**src/rtl/ffca_pkg.sv**
```systemverilog
// ----------------------------------------------------------------------------
// ffca_pkg
// Shared types, codes and default constants of the first-fit chunk allocator.
// ----------------------------------------------------------------------------
`default_nettype none

package ffca_pkg;

    // Defaults for the top-level parameters
    localparam int PAGE_BYTES_DEF   = 4096;
    localparam int HEADER_BYTES_DEF = 32;
    localparam int MAX_CHUNKS_DEF   = 64;
    localparam int MAX_PAGES_DEF    = 16;

    // Fixed field widths
    localparam int OFS_W   = 16;  // offsets and byte counts
    localparam int SUM_W   = 17;  // offset plus header, merged sizes
    localparam int PAGES_W = 5;

    typedef enum logic [1:0] {
        ST_OK     = 2'd0,
        ST_UNINIT = 2'd1,
        ST_OOM    = 2'd2,
        ST_BADARG = 2'd3
    } status_t;

    typedef enum logic [3:0] {
        S_IDLE,
        S_SCAN,
        S_FREE_NX,
        S_FREE_NW,
        S_FREE_WR,
        S_ALLOC_DEC,
        S_SHIFT,
        S_WR_NEW,
        S_WR_CUR,
        S_RESP
    } state_t;

    // One row of the chunk table
    typedef struct packed {
        logic [OFS_W-1:0] start;
        logic [OFS_W-1:0] bytes;
        logic             is_free;
    } chunk_entry_t;

    // Controller to datapath
    typedef struct packed {
        logic    cfg_load;
        logic    req_load;
        logic    scan_init;
        logic    scan_run;
        logic    next_rd;
        logic    next_cap;
        logic    merge_wr;
        logic    alloc_dec;
        logic    sh_run;
        logic    wr_new;
        logic    wr_cur;
        logic    res_set;
        logic    res_ofs;
        status_t res_code;
    } cmd_t;

    // Datapath to controller
    typedef struct packed {
        logic null_req;
        logic uninit;
        logic is_free_op;
        logic hit;
        logic miss;
        logic split;
        logic sh_done;
    } flags_t;

endpackage

`default_nettype wire

```
**src/rtl/ffca_ram.sv**
```systemverilog
// ----------------------------------------------------------------------------
// ffca_ram
// Generic simple dual-port RAM: one write port, one registered read port.
// ----------------------------------------------------------------------------
`default_nettype none

module ffca_ram #(
    parameter int WIDTH = 33,
    parameter int DEPTH = 64
) (
    input  wire logic                          clk,
    input  wire logic                          we,
    input  wire logic [$clog2(DEPTH > 1 ? DEPTH : 2)-1:0] waddr,
    input  wire logic [WIDTH-1:0]              wdata,
    input  wire logic [$clog2(DEPTH > 1 ? DEPTH : 2)-1:0] raddr,
    output logic      [WIDTH-1:0]              rdata
);

    logic [WIDTH-1:0] mem [DEPTH];
    logic [WIDTH-1:0] rdata_reg;

    // Write port and registered read
    always_ff @(posedge clk)
    begin
        if (we)
        begin
            mem[waddr] <= wdata;
        end
        rdata_reg <= mem[raddr];
    end

    assign rdata = rdata_reg;

endmodule

`default_nettype wire

```
**src/rtl/ffca_dpath.sv**
```systemverilog
// ----------------------------------------------------------------------------
// ffca_dpath
// Datapath: chunk table RAM, scan, shift engine, merge/split arithmetic.
// ----------------------------------------------------------------------------
`default_nettype none

module ffca_dpath #(
    parameter int PAGE_BYTES   = ffca_pkg::PAGE_BYTES_DEF,
    parameter int HEADER_BYTES = ffca_pkg::HEADER_BYTES_DEF,
    parameter int MAX_CHUNKS   = ffca_pkg::MAX_CHUNKS_DEF,
    parameter int MAX_PAGES    = ffca_pkg::MAX_PAGES_DEF
) (
    input  wire logic                        clk,
    input  wire logic                        rst_n,
    input  wire ffca_pkg::cmd_t              cmd,
    output ffca_pkg::flags_t                 flags,
    input  wire logic [ffca_pkg::PAGES_W-1:0] cfg_pages,
    input  wire logic                        mode,
    input  wire logic [ffca_pkg::OFS_W-1:0]  request_size,
    input  wire logic [ffca_pkg::OFS_W-1:0]  address,
    output logic      [ffca_pkg::OFS_W-1:0]  payload_offset,
    output logic      [1:0]                  status
);

    localparam int IDX_W = $clog2(MAX_CHUNKS > 1 ? MAX_CHUNKS : 2);
    localparam int CNT_W = $clog2(MAX_CHUNKS + 1);
    localparam int OW    = ffca_pkg::OFS_W;
    localparam int SW    = ffca_pkg::SUM_W;
    localparam logic [SW-1:0]    HDR   = SW'(HEADER_BYTES);
    localparam logic [CNT_W-1:0] CMAX  = CNT_W'(MAX_CHUNKS);
    localparam logic [ffca_pkg::PAGES_W-1:0] PMAX = ffca_pkg::PAGES_W'(MAX_PAGES);

    // Control and payload registers
    logic [ffca_pkg::PAGES_W-1:0] pages_reg;
    logic [CNT_W-1:0]             count_reg;
    logic                         mode_reg;
    logic [OW-1:0]                size_reg;
    logic [OW-1:0]                addr_reg;
    logic [CNT_W-1:0]             sc_idx_reg;
    logic                         sc_pend_reg;
    logic [IDX_W-1:0]             sc_didx_reg;
    ffca_pkg::chunk_entry_t       cur_reg, prev_reg, next_reg;
    logic [IDX_W-1:0]             cur_idx_reg;
    logic                         split_reg;
    logic [IDX_W-1:0]             sh_src_reg, sh_last_reg, sh_dst_reg, sh_r_reg;
    logic                         sh_up_reg, sh_issue_reg, sh_pend_reg;
    ffca_pkg::status_t            res_status_reg;
    logic [OW-1:0]                res_offset_reg;

    // RAM ports
    logic                         ram_we;
    logic [IDX_W-1:0]             ram_waddr, ram_raddr;
    ffca_pkg::chunk_entry_t       ram_wdata, ram_rdata;

    // Configuration: saturated page count and initial chunk
    logic [ffca_pkg::PAGES_W-1:0] pages_sat;
    logic [SW-1:0]                arena;
    ffca_pkg::chunk_entry_t       init_entry;

    assign pages_sat = (cfg_pages > PMAX) ? PMAX : cfg_pages;
    assign arena     = SW'(32'(pages_sat) * PAGE_BYTES);

    always_comb
    begin
        init_entry.start   = '0;
        init_entry.bytes   = (arena >= HDR) ? OW'(arena - HDR) : '0;
        init_entry.is_free = 1'b1;
    end

    // Scan match on the entry coming out of the RAM
    logic match;
    assign match = mode_reg ? (({1'b0, ram_rdata.start} + HDR) == {1'b0, addr_reg})
                            : (ram_rdata.is_free && (ram_rdata.bytes >= size_reg));

    // Neighbor and split decisions
    logic             need_next, pf, nf, split_now;
    logic [CNT_W-1:0] cur_p1, mrg_r, mrg_src0;
    logic [IDX_W-1:0] mrg_t;
    logic [OW-1:0]    rem;
    logic [SW-1:0]    mrg_bytes;
    ffca_pkg::chunk_entry_t mrg_entry, new_entry, cur_entry;

    assign cur_p1    = CNT_W'(cur_idx_reg) + CNT_W'(1);
    assign need_next = cur_p1 < count_reg;
    assign pf        = (cur_idx_reg != '0) && prev_reg.is_free;
    assign nf        = need_next && next_reg.is_free;
    assign mrg_r     = CNT_W'(pf) + CNT_W'(nf);
    assign mrg_t     = pf ? (cur_idx_reg - IDX_W'(1)) : cur_idx_reg;
    assign mrg_src0  = CNT_W'(mrg_t) + CNT_W'(1) + mrg_r;
    assign rem       = cur_reg.bytes - size_reg;
    assign split_now = ({1'b0, rem} >= HDR) && (count_reg < CMAX);
    assign mrg_bytes = (pf ? ({1'b0, prev_reg.bytes} + HDR) : '0)
                     + {1'b0, cur_reg.bytes}
                     + (nf ? ({1'b0, next_reg.bytes} + HDR) : '0);

    always_comb
    begin
        mrg_entry.start   = pf ? prev_reg.start : cur_reg.start;
        mrg_entry.bytes   = OW'(mrg_bytes);
        mrg_entry.is_free = 1'b1;
        new_entry.start   = OW'({1'b0, cur_reg.start} + HDR + {1'b0, size_reg});
        new_entry.bytes   = OW'({1'b0, rem} - HDR);
        new_entry.is_free = 1'b1;
        cur_entry.start   = cur_reg.start;
        cur_entry.bytes   = split_reg ? size_reg : cur_reg.bytes;
        cur_entry.is_free = 1'b0;
    end

    // RAM write port select
    always_comb
    begin
        ram_we    = 1'b0;
        ram_waddr = '0;
        ram_wdata = init_entry;
        if (cmd.cfg_load)
        begin
            ram_we = 1'b1;
        end
        else if (cmd.merge_wr)
        begin
            ram_we    = 1'b1;
            ram_waddr = mrg_t;
            ram_wdata = mrg_entry;
        end
        else if (cmd.sh_run && sh_pend_reg)
        begin
            ram_we    = 1'b1;
            ram_waddr = sh_dst_reg;
            ram_wdata = ram_rdata;
        end
        else if (cmd.wr_new)
        begin
            ram_we    = 1'b1;
            ram_waddr = IDX_W'(cur_p1);
            ram_wdata = new_entry;
        end
        else if (cmd.wr_cur)
        begin
            ram_we    = 1'b1;
            ram_waddr = cur_idx_reg;
            ram_wdata = cur_entry;
        end
    end

    // RAM read port select
    always_comb
    begin
        ram_raddr = '0;
        if (cmd.scan_run)
        begin
            ram_raddr = sc_idx_reg[IDX_W-1:0];
        end
        else if (cmd.next_rd)
        begin
            ram_raddr = IDX_W'(cur_p1);
        end
        else if (cmd.sh_run)
        begin
            ram_raddr = sh_src_reg;
        end
    end

    ffca_ram #(
        .WIDTH ($bits(ffca_pkg::chunk_entry_t)),
        .DEPTH (MAX_CHUNKS)
    ) u_table (
        .clk   (clk),
        .we    (ram_we),
        .waddr (ram_waddr),
        .wdata (ram_wdata),
        .raddr (ram_raddr),
        .rdata (ram_rdata)
    );

    // Control registers: page count, chunk count, scan and shift sequencing
    always_ff @(posedge clk or negedge rst_n)
    begin
        if (!rst_n)
        begin
            pages_reg    <= '0;
            count_reg    <= CNT_W'(1);
            sc_idx_reg   <= '0;
            sc_pend_reg  <= 1'b0;
            sh_issue_reg <= 1'b0;
            sh_pend_reg  <= 1'b0;
        end
        else
        begin
            if (cmd.cfg_load)
            begin
                pages_reg <= pages_sat;
                count_reg <= CNT_W'(1);
            end
            else if (cmd.merge_wr)
            begin
                count_reg <= count_reg - mrg_r;
            end
            else if (cmd.wr_new)
            begin
                count_reg <= count_reg + CNT_W'(1);
            end

            // Table scan, one read issued per cycle
            if (cmd.scan_init)
            begin
                sc_idx_reg  <= '0;
                sc_pend_reg <= 1'b0;
            end
            else if (cmd.scan_run)
            begin
                if (sc_idx_reg < count_reg)
                begin
                    sc_pend_reg <= 1'b1;
                    sc_idx_reg  <= sc_idx_reg + CNT_W'(1);
                end
                else
                begin
                    sc_pend_reg <= 1'b0;
                end
            end

            // Shift engine setup and run
            if (cmd.merge_wr)
            begin
                sh_issue_reg <= (mrg_r != '0) && (mrg_src0 < count_reg);
                sh_pend_reg  <= 1'b0;
            end
            else if (cmd.alloc_dec)
            begin
                sh_issue_reg <= split_now && need_next;
                sh_pend_reg  <= 1'b0;
            end
            else if (cmd.sh_run)
            begin
                sh_pend_reg <= sh_issue_reg;
                if (sh_issue_reg && (sh_src_reg == sh_last_reg))
                begin
                    sh_issue_reg <= 1'b0;
                end
            end
        end
    end

    // Payload registers
    always_ff @(posedge clk)
    begin
        if (cmd.req_load)
        begin
            mode_reg <= mode;
            size_reg <= request_size;
            addr_reg <= address;
        end

        if (cmd.scan_run)
        begin
            sc_didx_reg <= sc_idx_reg[IDX_W-1:0];
            if (sc_pend_reg)
            begin
                if (match)
                begin
                    cur_reg     <= ram_rdata;
                    cur_idx_reg <= sc_didx_reg;
                end
                else
                begin
                    prev_reg <= ram_rdata;
                end
            end
        end

        if (cmd.next_cap)
        begin
            next_reg <= ram_rdata;
        end

        if (cmd.merge_wr)
        begin
            sh_up_reg   <= 1'b0;
            sh_src_reg  <= IDX_W'(mrg_src0);
            sh_last_reg <= IDX_W'(count_reg - CNT_W'(1));
            sh_r_reg    <= IDX_W'(mrg_r);
        end
        else if (cmd.alloc_dec)
        begin
            split_reg   <= split_now;
            sh_up_reg   <= 1'b1;
            sh_src_reg  <= IDX_W'(count_reg - CNT_W'(1));
            sh_last_reg <= IDX_W'(cur_p1);
            sh_r_reg    <= IDX_W'(1);
        end
        else if (cmd.sh_run && sh_issue_reg)
        begin
            sh_dst_reg <= sh_up_reg ? (sh_src_reg + sh_r_reg) : (sh_src_reg - sh_r_reg);
            sh_src_reg <= sh_up_reg ? (sh_src_reg - IDX_W'(1)) : (sh_src_reg + IDX_W'(1));
        end

        if (cmd.res_set)
        begin
            res_status_reg <= cmd.res_code;
            res_offset_reg <= cmd.res_ofs ? OW'({1'b0, cur_reg.start} + HDR) : '0;
        end
    end

    // Status toward the controller
    always_comb
    begin
        flags.null_req   = mode && (address == '0);
        flags.uninit     = (pages_reg == '0);
        flags.is_free_op = mode_reg;
        flags.hit        = sc_pend_reg && match;
        flags.miss       = !sc_pend_reg && (sc_idx_reg >= count_reg);
        flags.split      = split_now;
        flags.sh_done    = !sh_issue_reg && !sh_pend_reg;
    end

    assign payload_offset = res_offset_reg;
    assign status         = res_status_reg;

    // Table never empty and never beyond capacity
    a_count_range: assert property (@(posedge clk) disable iff (!rst_n)
        (count_reg != '0) && (count_reg <= CMAX))
        else $error("chunk count out of range");

    // A split only happens with a free table slot
    a_split_room: assert property (@(posedge clk) disable iff (!rst_n)
        cmd.wr_new |-> (count_reg < CMAX))
        else $error("split into full table");

    // Shift never writes the row it is reading
    a_shift_hazard: assert property (@(posedge clk) disable iff (!rst_n)
        (cmd.sh_run && sh_pend_reg && sh_issue_reg) |-> (sh_dst_reg != sh_src_reg))
        else $error("shift read/write collision");

endmodule

`default_nettype wire

```
**src/rtl/ffca_ctrl.sv**
```systemverilog
// ----------------------------------------------------------------------------
// ffca_ctrl
// Controller: sequences scan, merge, split and shift for each request.
// ----------------------------------------------------------------------------
`default_nettype none

module ffca_ctrl (
    input  wire logic              clk,
    input  wire logic              rst_n,
    input  wire logic              start,
    input  wire logic              cfg_valid,
    input  wire ffca_pkg::flags_t  flags,
    output ffca_pkg::cmd_t         cmd,
    output logic                   busy,
    output logic                   done,
    output logic                   cfg_ready
);

    ffca_pkg::state_t state_reg, state_next;

    always_ff @(posedge clk or negedge rst_n)
    begin
        if (!rst_n)
        begin
            state_reg <= ffca_pkg::S_IDLE;
        end
        else
        begin
            state_reg <= state_next;
        end
    end

    // Next state
    always_comb
    begin
        state_next = state_reg;
        case (state_reg)
            ffca_pkg::S_IDLE:
            begin
                if (start)
                begin
                    if (flags.null_req || flags.uninit)
                    begin
                        state_next = ffca_pkg::S_RESP;
                    end
                    else
                    begin
                        state_next = ffca_pkg::S_SCAN;
                    end
                end
            end
            ffca_pkg::S_SCAN:
            begin
                if (flags.hit)
                begin
                    state_next = flags.is_free_op ? ffca_pkg::S_FREE_NX : ffca_pkg::S_ALLOC_DEC;
                end
                else if (flags.miss)
                begin
                    state_next = ffca_pkg::S_RESP;
                end
            end
            ffca_pkg::S_FREE_NX:   state_next = ffca_pkg::S_FREE_NW;
            ffca_pkg::S_FREE_NW:   state_next = ffca_pkg::S_FREE_WR;
            ffca_pkg::S_FREE_WR:   state_next = ffca_pkg::S_SHIFT;
            ffca_pkg::S_ALLOC_DEC:
            begin
                state_next = flags.split ? ffca_pkg::S_SHIFT : ffca_pkg::S_WR_CUR;
            end
            ffca_pkg::S_SHIFT:
            begin
                if (flags.sh_done)
                begin
                    state_next = flags.is_free_op ? ffca_pkg::S_RESP : ffca_pkg::S_WR_NEW;
                end
            end
            ffca_pkg::S_WR_NEW:    state_next = ffca_pkg::S_WR_CUR;
            ffca_pkg::S_WR_CUR:    state_next = ffca_pkg::S_RESP;
            ffca_pkg::S_RESP:      state_next = ffca_pkg::S_IDLE;
            default:               state_next = ffca_pkg::S_IDLE;
        endcase
    end

    // Commands
    always_comb
    begin
        cmd = '0;
        case (state_reg)
            ffca_pkg::S_IDLE:
            begin
                cmd.cfg_load = cfg_valid;
                if (start)
                begin
                    cmd.req_load  = 1'b1;
                    cmd.scan_init = 1'b1;
                    if (flags.null_req)
                    begin
                        cmd.res_set  = 1'b1;
                        cmd.res_code = ffca_pkg::ST_OK;
                    end
                    else if (flags.uninit)
                    begin
                        cmd.res_set  = 1'b1;
                        cmd.res_code = ffca_pkg::ST_UNINIT;
                    end
                end
            end
            ffca_pkg::S_SCAN:
            begin
                cmd.scan_run = 1'b1;
                if (!flags.hit && flags.miss)
                begin
                    cmd.res_set  = 1'b1;
                    cmd.res_code = flags.is_free_op ? ffca_pkg::ST_BADARG : ffca_pkg::ST_OOM;
                end
            end
            ffca_pkg::S_FREE_NX:   cmd.next_rd  = 1'b1;
            ffca_pkg::S_FREE_NW:   cmd.next_cap = 1'b1;
            ffca_pkg::S_FREE_WR:
            begin
                cmd.merge_wr = 1'b1;
                cmd.res_set  = 1'b1;
                cmd.res_code = ffca_pkg::ST_OK;
            end
            ffca_pkg::S_ALLOC_DEC:
            begin
                cmd.alloc_dec = 1'b1;
                cmd.res_set   = 1'b1;
                cmd.res_ofs   = 1'b1;
                cmd.res_code  = ffca_pkg::ST_OK;
            end
            ffca_pkg::S_SHIFT:     cmd.sh_run = 1'b1;
            ffca_pkg::S_WR_NEW:    cmd.wr_new = 1'b1;
            ffca_pkg::S_WR_CUR:    cmd.wr_cur = 1'b1;
            default:               cmd = '0;
        endcase
    end

    assign busy      = (state_reg != ffca_pkg::S_IDLE);
    assign cfg_ready = (state_reg == ffca_pkg::S_IDLE);
    assign done      = (state_reg == ffca_pkg::S_RESP);

    // Result strobe lasts one cycle and frees the block
    a_done_pulse: assert property (@(posedge clk) disable iff (!rst_n)
        done |=> (!done && !busy))
        else $error("result strobe longer than one cycle");

    // An accepted request always makes the block busy
    a_accept_busy: assert property (@(posedge clk) disable iff (!rst_n)
        (start && !busy) |=> busy)
        else $error("request accepted without going busy");

    // A failed scan answers in the next cycle
    a_miss_resp: assert property (@(posedge clk) disable iff (!rst_n)
        ((state_reg == ffca_pkg::S_SCAN) && !flags.hit && flags.miss) |=> done)
        else $error("scan miss without result");

endmodule

`default_nettype wire

```
**src/rtl/first_fit_chunk_allocator_core.sv**
```systemverilog
// ----------------------------------------------------------------------------
// first_fit_chunk_allocator_core
// First-fit chunk allocator with coalescing over an address-ordered table.
// ----------------------------------------------------------------------------
//  Channel   Signals                                      Transaction when
//  request   start, busy, mode, request_size, address     start && !busy
//  result    done, payload_offset, status                 done (one cycle)
//  config    cfg_valid, cfg_ready, arena_pages            cfg_valid && cfg_ready
//
//  Sequence: null or uninitialized requests go straight to the result. Otherwise
//  the table scan reads the rows up to the match, then the row shift for a split
//  or merge moves one row per cycle through the single table RAM port pair.
//  Reset: arena is uninitialized; no clearing pass, a config write loads row 0.
//  The result cannot be stalled; busy stays high until the strobe cycle ends.
// ----------------------------------------------------------------------------
`default_nettype none

module first_fit_chunk_allocator_core #(
    parameter int PAGE_BYTES   = ffca_pkg::PAGE_BYTES_DEF,
    parameter int HEADER_BYTES = ffca_pkg::HEADER_BYTES_DEF,
    parameter int MAX_CHUNKS   = ffca_pkg::MAX_CHUNKS_DEF,
    parameter int MAX_PAGES    = ffca_pkg::MAX_PAGES_DEF
) (
    input  wire logic                         clk,
    input  wire logic                         rst_n,
    input  wire logic                         start,
    output logic                              busy,
    input  wire logic                         mode,
    input  wire logic [ffca_pkg::OFS_W-1:0]   request_size,
    input  wire logic [ffca_pkg::OFS_W-1:0]   address,
    output logic                              done,
    output logic      [ffca_pkg::OFS_W-1:0]   payload_offset,
    output logic      [1:0]                   status,
    input  wire logic                         cfg_valid,
    output logic                              cfg_ready,
    input  wire logic [ffca_pkg::PAGES_W-1:0] arena_pages
);

    ffca_pkg::cmd_t   cmd;
    ffca_pkg::flags_t flags;

    ffca_ctrl u_ctrl (
        .clk       (clk),
        .rst_n     (rst_n),
        .start     (start),
        .cfg_valid (cfg_valid),
        .flags     (flags),
        .cmd       (cmd),
        .busy      (busy),
        .done      (done),
        .cfg_ready (cfg_ready)
    );

    ffca_dpath #(
        .PAGE_BYTES   (PAGE_BYTES),
        .HEADER_BYTES (HEADER_BYTES),
        .MAX_CHUNKS   (MAX_CHUNKS),
        .MAX_PAGES    (MAX_PAGES)
    ) u_dpath (
        .clk            (clk),
        .rst_n          (rst_n),
        .cmd            (cmd),
        .flags          (flags),
        .cfg_pages      (arena_pages),
        .mode           (mode),
        .request_size   (request_size),
        .address        (address),
        .payload_offset (payload_offset),
        .status         (status)
    );

endmodule

`default_nettype wire
```
**config.mk**
```make
export PLATFORM = sky130hd
export DESIGN_NAME = first_fit_chunk_allocator_core
export DESIGN_NICKNAME = d
export VERILOG_FILES = /design/src/rtl/ffca_pkg.sv /design/src/rtl/ffca_ram.sv /design/src/rtl/ffca_dpath.sv /design/src/rtl/ffca_ctrl.sv /design/src/rtl/first_fit_chunk_allocator_core.sv
export SDC_FILE = /design/constraint.sdc
export NUM_CORES = 2
export LEC_CHECK = 0
export ABC_AREA = 1
export BUFFER_PORTS_ARGS = -buffer_cell sky130_fd_sc_hd__buf_2
export CAP_MARGIN = 30
export CORE_UTILIZATION = 50
export CTS_CLUSTER_DIAMETER = 120
export DETAILED_ROUTE_END_ITERATION = 8
export PLACE_DENSITY = 0.69
export SETUP_SLACK_MARGIN = 0.05
export SYNTH_ARGS = -nofsm -noshare
export SYNTH_HDL_FRONTEND = slang
export SYNTH_HIERARCHICAL = 1
export SYNTH_SLANG_ARGS = --single-unit
```
**constraint.sdc**
```tcl
create_clock -name clk -period 9.8 [get_ports clk]
set_clock_uncertainty 0.15 [all_clocks]
set_input_delay 1.96 -clock clk [delete_from_list [all_inputs] [get_ports clk]]
set_output_delay 1.96 -clock clk [all_outputs]
set_load 0.1 [all_outputs]
```
-- Word-level counts from Yosys, hierarchy flattened
Memories as Yosys holds them, arrays and structs flattened. A register that Yosys moved wholly into a read port is not among the register bits.
Index checks and enable logic that the tools add are counted.
- add/sub/neg operators: 23
- magnitude comparators: 9
- eq/ne operators: 14
- multiplexer cells: 83
- bitwise logic cells: 3
- reductions and logical operators: 40
- operators by type and width (operator ; count):
    $mux 33 ; 5
    $mux 6 ; 18
    $mux 16 ; 5
    $add 16x16->16 ; 3
    $add 16x6->16 const B ; 3
    $mux 7 ; 6
    $pmux 4 s9 ; 1
    $mux 1 ; 32
    $sub 16x6->16 const B ; 2
    $mux 4 ; 7
    $lt 7x7->1 ; 3
    $sub 6x1->6 const B ; 3
    $add 16x6->17 const B ; 1
    $eq 17x16->1 ; 1
    $ge 17x6->1 const B ; 1
    $eq 4x3->1 const B ; 4
    $ge 16x16->1 ; 1
    $ge 16x6->1 const B ; 1
    $logic_not 16->1 ; 1
    $sub 16x16->16 ; 1
    $add 6x1->7 const B ; 2
    $add 7x1->7 const B ; 2
    $logic_and 1x1->1 ; 14
    $reduce_and 3->1 ; 4
    32 further kinds ; 51
- bits in registers: 197
- bits in writable memories: 2112
- memories: 1
- memories (name ; depth ; width ; read ports ; clocked after Yosys merged registers in ; wr ports ; line ; source):
    u_dpath.u_table.mem ; 64 ; 33 ; 1 ; 1 ; 1 ; ffca_ram.sv:19 ; logic [WIDTH-1:0] mem [DEPTH];

-- Depth between registers and ports, before layout
- word-level depth: 9
- mapped depth: 30

-- By module
The synthesis kept the hierarchy.
- by module, submodules not included (module ; instances ; cells each ; area each (um^2)):
    ffca_ram ; 1 ; 6980 ; 85665.9
    ffca_dpath ; 1 ; 1740 ; 14163.6
    ffca_ctrl ; 1 ; 93 ; 515.5

-- Worst setup path after synthesis
No wires, ideal clock.
- path type: in2reg
- start point: input cfg_valid
- end point: memory u_dpath.u_table.mem[49][0], enable pin
- arrival: 6.615 ns
- required time: 9.143 ns
- path slack: 2.528 ns
- stages: 9
- path buffers: 2
- cells stage by stage: inv_1 nor2_1 clkbuf_1 nor2_1 clkinv_1 o32ai_1 clkbuf_1 inv_1 nor4_1
- RTL lines (element ; line ; source):
    start, declared ; first_fit_chunk_allocator_core.sv:34 ; input wire logic cfg_valid,
    end, declared ; ffca_ram.sv:19 ;

==> metrics.md <==
| Metric | Value |
|---|---|
| Avg Synthesized Cell Area | 11.4 um2 |
| Global placement routability congestion | 0.980 |
| RSZ-0062 raised after global routing | false |
| Routed length per instance | 25.2 um |
| HPWL after DPL | 175 mm |
| Critical Path RT | 10.24 ns |
| CP arrival | 7.67 ns |
| Slew headroom | 28.8% |
| R2R Setup Slk | 2.57 ns |
| Worst-margin pin slew | 1.07 ns |
| Hold path startpoint | u_dpath/sc_didx_reg[5]$_DFFE_PP_ |
| Die Footprint | 0.202 mm2 |
| Reg-to-Reg End | u_dpath/u_table/mem[38][14]$_DFFE_PP_ |
| Bufs and invs on worst path | 7 |
| Setup Buffers After CTS | 0 |
| Rows | 164 |
| Worst skew pair latency | 0.89 ns |
| Reg power frac | 32.5% |
| Synth top area cells | edfxtp_1, nand3_1, nand2_1 |
| Share of cells above drive strength 1 | 8.16% |
| Async SR Flop Fraction | 1.11% |
| Max Clk Rate | 0.138 GHz |
| Final setup fails | 0 |
| Initial drt markers | 10300 |
| Root buf cell | clkbuf_16 |
| Worst hold path type | reg2reg |
| Post-synth EDFFs | 2278 |
| Grt ovf | 0 |
| CP Capture Type | register |
| Routed WL | 293 mm |
| Commonest non-fill, non-tap cell in the layout | nand2_1 |
| Place WS | 2.80 ns |
| Largest net degree at the start of global routing | 196 |
| Yosys top cell area share | 68.2% |
| P per Cell Area | 351 mW/mm2 |
| Gate Count Post-Synth | 8813 |
| Worst Slack Setup Final | 2.57 ns |
| Comb pwr share | 46.2% |
| CTS tree | done |
| Primary FF master, synth | edfxtp_1 |
| Final Hold Violating Endpoints | 0 |
| DRC Markers | 0 |
| Chip width | 450 um |
| DRT antenna net count | 0 |
| Post-Syn Area | 0.100 mm2 |
| Max-cap violations | 0 |
| Port Buffers | 62 |
| Yosys top cell by area | edfxtp_1 |
| Post-Place Cell Area | 0.104 mm2 |
| H-tree levels | 4 |
| Status | complete, no violations |
| Cell count of the worst hold path | 0 |
| Hold WS | 0.318 ns |
| Mapped Nets | 8989 |
| CP max FO | 44 |
| First-pass GRT wire length | 425 mm |
| Gr usage total | 28.3% |
| CP peak stage delay | 0.57 ns |
| Yosys Warn Count | 6 |
| R2R cell count | 30 |
| Worst VDD drop | 0.000422 V |
| Unique masters post-synth | 60 |
| NetSw | 18.0 mW |
| Sw frac | 46.0% |
| Initial antenna violation count | 17 |
| Clock slew at reported path FFs | 0.06 ns |
| Crit share post-route | 73.7% |
| Final Critical Period | 7.23 ns |
| Cts bufs inserted | 227 |
| Top-Level Pins | 63 |
| Fillers | 16000 |
| Post-CTS Hold Buffers | 0 |
| Starting density of the core | 50.3% |
| Pre-antenna DRT Iters | 6 |
| End of the worst hold path | u_dpath/cur_idx_reg[5]$_DFFE_PP_ |
| Worst Setup Path Type | reg2reg |
| CTS-repair resized insts | 0 |
| Number of synthesized register bits | 2338 |
| Die Y | 450 um |
| Origin of the critical flop-to-flop path | u_dpath/cur_idx_reg[0]$_DFFE_PP_ |
| Share of the yosys chip area belonging to registers | 69.5% |
| CP top delay family | simple AND/OR/NAND/NOR gates |
| Max FFs per register | 2112 |
| Crit path depth | 30 |
| Core box area | 0.200 mm2 |
| Clock network fraction of total power | 21.3% |
| Crit path launch type | register |
| Vias per cell | 5.94 |
| Vias | 69100 |
| Synth-to-layout area growth | 11.0% |
| Total Nets Final | 8952 |
| Internal | 21.1 mW |
| Post-Route Setup TNS | 0 ns |
| Clock buffer depth | 3 |
| Number of global-route vias before repair | 64200 |
| Pins Over Slew Limit | 0 |
| Lkg Pwr | 40.6 nW |
| Most frequent cells in the layout | nand2_1, edfxtp_1, nand3_1 |
| Clock sinks | 2338 |
| Design Area, Final | 0.111 mm2 |
| Critical path's slowest cell | nand3_1 |
power groups by stage:
stage	Sequential (mW)	Combinational, mW	Clock (mW)
after CTS	12.7	17.6	8.39
final	12.7	18.0	8.32
after global routing	12.7	19.2	8.76
after global placement	12.9	17.2	0
after detailed placement	12.9	17.5	0
after floorplan	13.0	11.0	0
area by class of cell:
class	count	area [um2]	area share (%)
repair buffers	241	2690	2.42
multi-input cells	5674	27400	24.6
flip-flops and latches	2338	69700	62.6
clock buffers	283	5980	5.37
diodes	6	15.0	0.0135
clock inverters	127	1030	0.923
inverters	294	1140	1.02
well taps	2656	3320	2.98
cells by family (layout without fill, tap and decap cells):
logic type      Yosys count  count (layout)  synth area share, %
xor+xnor                 62              62                0.556
buf+inv                 801             945                 3.95
simple gates           5120            5120                 22.1
fa+ha+maj               134             134                 1.84
compound gates          358             358                 2.03
other cells               0               6                    0
flops                  2338            2338                 69.5
cell usage after synthesis, types with 10 or more instances:
cell type	number
nand2_2	13
nor2_1	214
nand3_1	2055
buf_1	59
xnor2_1	17
a21oi_1	147
inv_1	274
nand4_1	28
buf_2	212
fa_1	22
clkbuf_1	115
dfxtp_1	34
o21ai_1	15
buf_4	61
nand2_1	2710
edfxtp_1	2278
dfrtp_1	25
buf_6	59
ha_1	112
nor4_1	15
o22ai_1	16
o21ai_0	103
xor2_1	43
o211ai_1	17
o221ai_1	10
or2_2	11
inv_2	13
nor3_1	36
routing by layer:
| layer | part of all wire [%] | wire length, um | GRT usage, % | vias up |
|---|---|---|---|---|
| met4 | 5.5 | 16200 | 15.0 | 6 |
| met2 | 45 | 132000 | 42.7 | 3879 |
| li1 | - | - | - | 31000 |
| met3 | 11 | 32300 | 6.09 | 672 |
| met5 | 0.014 | 41 | 0 | - |
| met1 | 38 | 112000 | 38.6 | 33500 |
worst max path at each step:
stage,end,slack (ns),from
floorplan,u_dpath/u_table/mem[49][0]$_DFFE_PP_,2.53,cfg_valid
global placement,u_dpath/u_table/mem[36][14]$_DFFE_PP_,2.80,u_dpath/cur_idx_reg[0]$_DFFE_PP_
detailed placement,u_dpath/u_table/mem[39][14]$_DFFE_PP_,2.80,u_dpath/cur_idx_reg[0]$_DFFE_PP_
CTS,u_dpath/u_table/mem[53][14]$_DFFE_PP_,2.76,u_dpath/cur_idx_reg[0]$_DFFE_PP_
global route,u_dpath/u_table/mem[53][14]$_DFFE_PP_,2.08,u_dpath/cur_idx_reg[0]$_DFFE_PP_
finish,u_dpath/u_table/mem[38][14]$_DFFE_PP_,2.57,u_dpath/cur_idx_reg[0]$_DFFE_PP_
through the flow:
step / std cells / utilization (%) / power (mW)
2_1_floorplan: 8813 / - / 24.0
4_1_cts: 11600 / 55.7 / 38.7
6_report: 11600 / 55.8 / 39.1
3_5_place_dp: 11200 / 52.2 / 30.5
5_1_grt: 11600 / 55.8 / 40.6
3_3_place_gp: 11100 / 51.6 / 30.1
worst register-to-register path: cells and delay by family, from the launching register on:
| kind | cells | cell delay [ns] |
|---|---|---|
| buffers and inverters | 7 | 1.58 |
| adder cells (fa/ha/maj) | 4 | 1.20 |
| flip-flops | 1 | 0.56 |
| AO/OA/AOI/OAI | 7 | 1.18 |
| XOR/XNOR | 1 | 0.31 |
| AND/OR/NAND/NOR | 11 | 1.93 |
Note: power is estimated with default switching activity, not from simulation.
